$ cat config.mk
export PLATFORM = sky130hd
export DESIGN_NAME = acm_lane
export DESIGN_NICKNAME = d
export VERILOG_FILES = /design/src/hw/rtl/acm_pkg.sv /design/src/hw/rtl/acm_ram.sv /design/src/hw/rtl/acm_lane.sv
export SDC_FILE = /design/constraint.sdc
export NUM_CORES = 1
export LEC_CHECK = 0
export ABC_AREA = 1
export BUFFER_PORTS_ARGS = -buffer_cell sky130_fd_sc_hd__clkbuf_2
export CAP_MARGIN = 30
export CORE_MARGIN = 1.5
export CORE_UTILIZATION = 55
export CTS_BUF_LIST = sky130_fd_sc_hd__clkbuf_4
export DETAILED_ROUTE_END_ITERATION = 6
export PLACE_DENSITY_LB_ADDON = 0.12
export SLEW_MARGIN = 20
export SYNTH_ARGS = -nofsm -noshare
export SYNTH_HDL_FRONTEND = slang
export SYNTH_SLANG_ARGS = --single-unit
$ cat constraint.sdc
create_clock -name clk_i -period 2 [get_ports clk_i]
set_input_delay 0.3 -clock clk_i [delete_from_list [all_inputs] [get_ports clk_i]]
set_output_delay 0.3 -clock clk_i [all_outputs]
set_load 0.01 [all_outputs]
$ cat src/hw/rtl/acm_pkg.sv
package acm_pkg;

  // Item kinds carried in the mode field.
  typedef enum logic [1:0] {
    MODE_CHAR = 2'd0,
    MODE_ATTR = 2'd1,
    MODE_LINE = 2'd2
  } acm_mode_e;

  // Per-entry match state while a command line is scanned.
  typedef enum logic [1:0] {
    OUT_PENDING = 2'd0,
    OUT_FULL    = 2'd1,
    OUT_ABBREV  = 2'd2,
    OUT_FAILED  = 2'd3
  } acm_outcome_e;

  // Character codes.
  localparam logic [7:0] CHAR_CR        = 8'h0D;
  localparam logic [7:0] CHAR_NUL       = 8'h00;
  localparam logic [7:0] CHAR_DOT       = 8'h2E;
  localparam logic [7:0] CHAR_SPACE     = 8'h20;
  localparam logic [7:0] CHAR_TBL_SPACE = 8'h80;
  localparam logic [7:0] CHAR_LOW_A     = 8'h61;
  localparam logic [7:0] CHAR_LOW_Z     = 8'h7A;
  localparam logic [7:0] CASE_BIT       = 8'h20;

  // Length of the header that the returned offset counts.
  localparam int HDR_BYTES = 5;

  // Table load traffic, decoded at the input transfer.
  typedef struct packed {
    logic       char_we;
    logic       attr_we;
    logic       rd_en;
    logic [4:0] entry;
    logic [3:0] char_pos;
    logic [7:0] value;
    logic [4:0] word_length;
    logic [4:0] abbrev_min;
  } acm_load_t;

  // Line character broadcast to all entries from the input register.
  typedef struct packed {
    logic       upd;
    logic       clear;
    logic       last;
    logic [7:0] ch;
  } acm_line_t;

endpackage

$ cat src/hw/rtl/acm_ram.sv
module acm_ram #(
  parameter int WIDTH = 8,
  parameter int DEPTH = 16,
  localparam int AW = (DEPTH > 1) ? $clog2(DEPTH) : 1
) (
  input  logic             clk_i,
  input  logic             we_i,
  input  logic [AW-1:0]    waddr_i,
  input  logic [WIDTH-1:0] wdata_i,
  input  logic             re_i,
  input  logic [AW-1:0]    raddr_i,
  output logic [WIDTH-1:0] rdata_o
);

  logic [WIDTH-1:0] mem_q [DEPTH];
  logic [WIDTH-1:0] rdata_q;

  // One write port and one registered read port.
  always_ff @(posedge clk_i) begin
    if (we_i) begin
      mem_q[waddr_i] <= wdata_i;
    end
    if (re_i) begin
      rdata_q <= mem_q[raddr_i];
    end
  end

  assign rdata_o = rdata_q;

endmodule

$ cat src/hw/rtl/acm_lane.sv
module acm_lane import acm_pkg::*; #(
  parameter int LANE         = 0,
  parameter int MAX_WORD_LEN = 16,
  localparam int AW = $clog2(MAX_WORD_LEN),
  localparam int PW = $clog2(MAX_WORD_LEN + 1),
  localparam int NW = $clog2(MAX_WORD_LEN + HDR_BYTES + 2)
) (
  input  logic         clk_i,
  input  logic         rst_ni,
  input  acm_load_t    ld_i,
  input  logic [AW-1:0] rd_addr_i,
  input  acm_line_t    line_i,
  input  logic [PW-1:0] pos_i,
  input  logic         use_i,
  output acm_outcome_e outc_o,
  output logic [NW-1:0] next_o
);

  logic          char_we;
  logic [7:0]    tbl_ch;
  logic [PW-1:0] len_q;
  logic [4:0]    abbr_q;
  acm_outcome_e  outc_q, outc_eval, outc_d;
  logic [NW-1:0] next_q, next_eval;
  logic          ch_match;

  // Character store for this entry, one word position per address.
  assign char_we = ld_i.char_we && (int'(ld_i.entry) == LANE) &&
                   (int'(ld_i.char_pos) < MAX_WORD_LEN);

  acm_ram #(
    .WIDTH (8),
    .DEPTH (MAX_WORD_LEN)
  ) u_chars (
    .clk_i   (clk_i),
    .we_i    (char_we),
    .waddr_i (AW'(ld_i.char_pos)),
    .wdata_i (ld_i.value),
    .re_i    (ld_i.rd_en),
    .raddr_i (rd_addr_i),
    .rdata_o (tbl_ch)
  );

  // Word length, saturated to the widest word, and the shortest abbreviation.
  always_ff @(posedge clk_i) begin
    if (ld_i.attr_we && (int'(ld_i.entry) == LANE)) begin
      if (int'(ld_i.word_length) > MAX_WORD_LEN) begin
        len_q <= PW'(MAX_WORD_LEN);
      end else begin
        len_q <= PW'(ld_i.word_length);
      end
      abbr_q <= ld_i.abbrev_min;
    end
  end

  // A table byte 0x80 stands for a space on the line.
  assign ch_match = (line_i.ch == tbl_ch) ||
                    ((line_i.ch == CHAR_SPACE) && (tbl_ch == CHAR_TBL_SPACE));

  // Advance this entry by one line character.
  always_comb begin
    outc_eval = outc_q;
    next_eval = next_q;
    if (line_i.upd && use_i && (outc_q == OUT_PENDING)) begin
      if (int'(pos_i) >= int'(len_q)) begin
        outc_eval = OUT_FULL;
        next_eval = NW'(len_q) + NW'(HDR_BYTES);
      end else if ((line_i.ch == CHAR_CR) || (line_i.ch == CHAR_NUL)) begin
        outc_eval = OUT_FAILED;
      end else if ((pos_i != '0) && (line_i.ch == CHAR_DOT) &&
                   (int'(pos_i) >= int'(abbr_q))) begin
        outc_eval = OUT_ABBREV;
        next_eval = NW'(pos_i) + NW'(HDR_BYTES + 1);
      end else if (ch_match) begin
        if (int'(pos_i) + 1 == int'(len_q)) begin
          outc_eval = OUT_FULL;
          next_eval = NW'(len_q) + NW'(HDR_BYTES);
        end
      end else begin
        outc_eval = OUT_FAILED;
      end
      // The line ended while this entry was still open.
      if (line_i.last && (outc_eval == OUT_PENDING)) begin
        outc_eval = OUT_FAILED;
      end
    end
  end

  assign outc_d = line_i.clear ? OUT_PENDING : outc_eval;

  always_ff @(posedge clk_i or negedge rst_ni) begin
    if (!rst_ni) begin
      outc_q <= OUT_PENDING;
    end else begin
      outc_q <= outc_d;
    end
  end

  always_ff @(posedge clk_i) begin
    next_q <= next_eval;
  end

  assign outc_o = outc_eval;
  assign next_o = next_eval;

endmodule
======== After elaboration in Yosys (flattened, before gate mapping) ========
Memory sizes are Yosys's and may differ from the RTL's. A register that Yosys moved wholly into a read port is not among the register bits.
Index checks and enable logic that the tools add are counted.
word-level totals
  bits in registers ....................... 17
  latch bits .............................. 0
  RAM bits ................................ 128
  bits in read-only memories .............. 0
  bits of input ports ..................... 53
  output and inout port bits .............. 7
  word-level logic and storage cells ...... 49
  memories ................................ 1
operators by class
  $add $sub $neg .......................... 3
  multipliers ............................. 0
  divide/modulo/power cells ............... 0
  order comparisons ....................... 3
  equality and inequality tests ........... 6
  shift-type cells ........................ 0
  multiplexer cells ....................... 17
  bitwise gates (word level) .............. 0
  reductions and logical operators ........ 15
memories
  memory         depth  width  rd ports  clocked after memory_dff  wr ports  line           text
  u_chars.mem_q  16     8      1         1                         1         acm_ram.sv:15  logic [WIDTH-1:0] mem_q [DEPTH];
operator list
  cell                                                  count
  2-to-1 mux 5 bit                                      6
  2-to-1 mux 2 bit                                      9
  == test 8 x 6 -> 1 bit, second input constant         2
  adder 5 x 3 -> 5 bit, second input constant           2
  greater-or-equal comparator 5 bit                     2
  == test 8 x 4 -> 1 bit, second input constant         1
  == test 8 bit                                         1
  == test 8 bit, second input constant                  1
  logical AND 1 bit                                     8
  zero test 8 bit                                       1
  adder 5 x 1 -> 6 bit, second input constant           1
  == test 6 x 5 -> 1 bit                                1
  greater-than comparator 5 bit, second input constant  1
  zero test 5 bit                                       1
  nonzero test 5 bit                                    1
  zero test 2 bit                                       2
  logical OR 1 bit                                      2
  2-to-1 mux 1 bit                                      2

======== Logic depth before layout (Yosys ltp) ========
  depth after elaboration ................. 13
  depth in mapped cells ................... 17
  gate-level depth less buffers ........... 17

======== Hierarchy ========
Synthesis repeated with hierarchy kept, for this count alone.
second synthesis, totals
  cells, all modules ...................... 805
  area total of the unflattened synthesis .. 7559.8 µm²
modules (own cells, without submodules)
  module    times used  cells each  area each (µm²)  sequential area each (µm²)
  acm_ram   1           551         5846.9           4083.9
  acm_lane  1           254         1712.9           450.4

======== Worst setup path after synthesis ========
OpenSTA, ideal clock, no wires.
  kind .................................... register to output
  from .................................... register len_q[2]
  to ...................................... output port outc_o[0]
  arrival ................................. 1769 ps
  data required time ...................... 1700 ps
  slack ................................... -69 ps
  cell stages (with the launch flop) ...... 11
  buffers on the path ..................... 0
  cells stage by stage .................... edfxtp_1 -> inv_1 -> ha_1 -> a21oi_1 -> nand3b_1 -> nand4_4 -> nor2_1 -> a21boi_0 -> nand2_1 -> nand2_1 -> nand2_1
between the ends
  cells in the longest elaborated chain, start to end .. 11
  elaborated cells between the ends (all ways) .. 12
  those cells by class .................... order compare: 1; eq/ne: 1; mux: 8; reduce/logical: 2
RTL lines
  element                   line            text
  start: declaration        acm_lane.sv:21  logic [PW-1:0] len_q;
  start signal: assignment  acm_lane.sv:48  len_q <= PW'(MAX_WORD_LEN);
  start signal: assignment  acm_lane.sv:50  len_q <= PW'(ld_i.word_length);
  == test 6 x 5 -> 1 bit    acm_lane.sv:75  if (int'(pos_i) + 1 == int'(len_q)) begin
  2-to-1 mux 2 bit          acm_lane.sv:75
  2-to-1 mux 2 bit          acm_lane.sv:74  end else if (ch_match) begin
  2-to-1 mux 2 bit          acm_lane.sv:70  end else if ((pos_i != '0) && (line_i.ch == CHAR_DOT) &&
  2-to-1 mux 2 bit          acm_lane.sv:68  end else if ((line_i.ch == CHAR_CR) || (line_i.ch == CHAR_NUL)) begin
  2-to-1 mux 2 bit *        acm_lane.sv:65  if (int'(pos_i) >= int'(len_q)) begin
  2-to-1 mux 2 bit *        acm_lane.sv:64  if (line_i.upd && use_i && (outc_q == OUT_PENDING)) begin
  zero test 2 bit           acm_lane.sv:83  if (line_i.last && (outc_eval == OUT_PENDING)) begin
  logical AND 1 bit         acm_lane.sv:83
  2-to-1 mux 2 bit *        acm_lane.sv:83
  2-to-1 mux 2 bit *        acm_lane.sv:64
  end: declaration          acm_lane.sv:15  output acm_outcome_e outc_o,
Every way passes the cells marked *; elsewhere a longest branch is shown, timed or not. The select of a mux whose other input is x is not followed.

======== Worst setup path after layout ========
Ends and elaborated chain as after synthesis.

==> flow_summary.yaml <==
status:
  status: "finished with violations"
  violations: "setup timing"
placement:
  numPortBuffers: 59
  hpwl_um: 11000
  post-place-ws_ns: -0.315
  place.gp.congestion: 0.841
  placed_area_mm2: 0.00795
flow_run:
  maxCapViolations: 0
timing:
  maxSlewHeadroom: 0.719
  tightest_slew_ns: 0.417
  max_freq_ghz: 0.371
  finClkSkew_ns: 0.0172
  min_period_ns: 2.70
  tns_ns: -4.61
  hold_viol_final: 0
  rsz0062_at_grt: "yes"
  min_period_over_period: 1.35
  drv_slew: 0
  setup_ws_ns: -0.695
  hold_ws_ns: 0.0646
  final-setup-viol-count: 7
global_routing:
  antenna_found_initial: 1
  grt_pass1_vias: 4762
  grt_overflow: 0
  grt_usage: 0.247
  grt_max_degree: 30
  grt_pass1_wl_um: 24300
detailed_routing:
  routed-via-count: 4999
  vias_per_cell: 5.32
  first_iter_violations: 446
  drc: 0
  antenna_left: 0
  dr.pass1.iters: 5
  drt-wirelength-per-cell_um: 16.6
  drt-total-wl_um: 15600
power:
  power_frac_comb: 0.115
  power_frac_clock: 0.311
  power.internal_uw: 4760
  swShare: 0.240
  p_leak_uw: 0.00351
  p_sw_uw: 1510
  seqPwrFrac: 0.574
  max-vdd-ir-drop_mv: 0.925
  power-per-cell-area_mw_per_mm2: 728
die:
  die_w_um: 117
  rows: 41
  start_util: 0.562
  die_area_mm2: 0.0136
  io_pins: 60
  core_area_mm2: 0.0126
  die_y_um: 117
synthesis:
  yosysMostFrequentCell: "edfxtp_1"
  syn_inst: 626
  syn_area_mm2: 0.00709
  synthMuxAreaShare: 0.0452
  yosysTopAreaCellShare: 0.618
  yosys.area_share.simple: 0.108
  ys_async_sr_fraction: 0.0131
  synth_top_area_cell: "edfxtp_1"
  ys_ff_latch: 153
  synth_area_leaders: "edfxtp_1 62%, mux2i_1 4.5%, nand2_1 4.2%, inv_1 4.1%, o211ai_1 3.4%"
  avgSynthCellArea_um2: 11.3
  synth-seq-area-share: 0.639
  synth-xor-area-share: 0.0148
  synth_top_flop_cell: "edfxtp_1"
  yosys-top-cells-count: "146 x edfxtp_1, 79 x nand2_1, 78 x inv_1"
  synth_cell_type_count: 33
  ys_warn_count: 0
  synth_compound_area_frac: 0.107
  synthAdderAreaFrac: 0.0265
  synth_edf_count: 146
  synth_nets: 694
  synth_top_family_by_area: "simple AND/OR/NAND/NOR gates"
clock_tree:
  clockBufferDepth: 2
  cts_made_buffers: 17
  htreeDepth: 4
  numClockSinks: 153
  root_buffer: "clkbuf_4"
  cts_tree: "yes"
  clkTransAtPathRegs_ns: 0.13
  clk_latency_ns: 0.54
critical_path:
  critPathArrivalTime_ns: 2.40
  cp-end-kind: "output port"
  cp-start-kind: "flop"
  cp_data_required_time_ns: 1.70
  worst-path-max-fanout: 5
  crit_type: "flop to output port"
finish:
  area_growth_pct: 21.4
  layout-drive-gt1-share: 0.275
  fill_cells: 977
  final_area_mm2: 0.00861
  final_util: 0.682
  finalNetCount: 822
worst_hold_path:
  hold_path.class: "input pin to async pin"
path summary, 6_finish.rpt:
path                       slack [ns]  startpoint   endpoint  cells past startpoint
hold reg to reg                  0.49   next_q[4]  next_q[4]                      2
setup reg to reg                 0.01   abbr_q[4]  outc_q[1]                     15
hold / removal                   0.06      rst_ni  outc_q[1]                      2
setup / recovery                -0.70    len_q[2]  outc_o[0]                     11
max in group asynchronous        1.84      rst_ni  outc_q[0]                      2
min in group clk_i               0.11     ld_i[7]   len_q[2]                      3
sequential cells by signal (all words and copies together), names as in the netlist:
register / count
len_q: 5
u_chars.rdata_o: 8
next_q: 5
abbr_q: 5
u_chars.mem_q: 128
outc_q: 2
timing repair:
action	in CTS	in global routing
hold buffers	8	0
cloned	0	0
hold endpoints to repair	10	0
setup buffers	7	1
pin swaps	7	14
gates resized for setup	26	30
endpoints found under the setup margin	9	13
cell usage in the layout, fill, tap and decap left out, types with 3 or more instances in the layout:
| master | Yosys | routed |
|---|---|---|
| edfxtp_1 | 146 | 146 |
| inv_1 | 78 | 71 |
| nand2_1 | 79 | 69 |
| buf_4 | 2 | 64 |
| clkbuf_2 | 0 | 52 |
| o21ai_0 | 47 | 44 |
| nor2_1 | 46 | 43 |
| a21oi_1 | 47 | 42 |
| mux2i_1 | 32 | 32 |
| o211ai_1 | 32 | 32 |
| nand3_1 | 31 | 25 |
| clkbuf_4 | 0 | 20 |
| nand2_2 | 2 | 10 |
| inv_2 | 2 | 9 |
| xnor2_1 | 8 | 8 |
| nand4_1 | 8 | 8 |
| a21oi_2 | 3 | 8 |
| ha_4 | 0 | 8 |
| dlygate4sd3_1 | 0 | 8 |
| ha_1 | 15 | 7 |
| nand3_2 | 0 | 6 |
| buf_2 | 6 | 6 |
| dfxtp_1 | 5 | 5 |
| nor2_2 | 2 | 4 |
| o21ai_1 | 2 | 4 |
| nand2_4 | 1 | 3 |
| xor2_1 | 4 | 3 |
| bufinv_16 | 0 | 3 |
| clkinv_2 | 0 | 3 |
| clkinvlp_4 | 0 | 3 |
power groups by stage:
stage                     clock network (µW)  registers, µW  logic [µW]
after floorplan                            0           3660         376
after global placement                     0           3660         637
after detailed placement                   0           3660         653
after CTS                               2000           3590         697
after global routing                    2130           3600         795
final                                   1950           3600         719
layer usage:
layer / part of all wire / routed length [µm] / vias up / global-route usage
met3: 0.062 / 975 / 13 / 0.0649
li1: - / - / 2466 / -
met1: 0.45 / 7100 / 2368 / 0.342
met4: 0.011 / 169 / 0 / 0.0667
met5: 0 / 0 / - / 0
met2: 0.47 / 7390 / 152 / 0.391
cell families after synthesis:
| logic type | Yosys count |
|---|---|
| xor gates and xnor gates | 12 |
| muxes | 32 |
| and+or+nand+nor | 175 |
| DFF | 153 |
| buffers and inverters | 106 |
| AOI/OAI and AO/OA | 133 |
| adders and majority gates | 15 |
final cells by class:
type                            instances  area [µm²]  share of cell area
Tap cell                              172         215              0.0250
Clock buffer                           20         150              0.0174
Timing Repair Buffer                  133         893               0.104
Antenna cell                            1        2.50            0.000291
Clock inverter                         12         149              0.0173
Sequential cell                       153        4530               0.527
Multi-Input combinational cell        367        2350               0.273
Inverter                               82         313              0.0363
metrics by stage:
step | instances | total power (µW)
5_1_grt | 940 | 6530
2_1_floorplan | 626 | 4030
4_1_cts | 938 | 6290
3_5_place_dp | 891 | 4320
3_3_place_gp | 891 | 4300
6_report | 940 | 6270
critical path, cell delays in order, from the launching register on:
cell and delay [ns]:
edfxtp_1 0.42, inv_2 0.10, ha_4 0.20, a21oi_1 0.14, nand3b_1 0.16, nand4_4 0.16, nor2_4 0.15, a21boi_0 0.18
nand2_1 0.09, nand2_2 0.07, nand2_1 0.05, buf_2 0.13
Note: power is estimated with default switching activity, not from simulation.
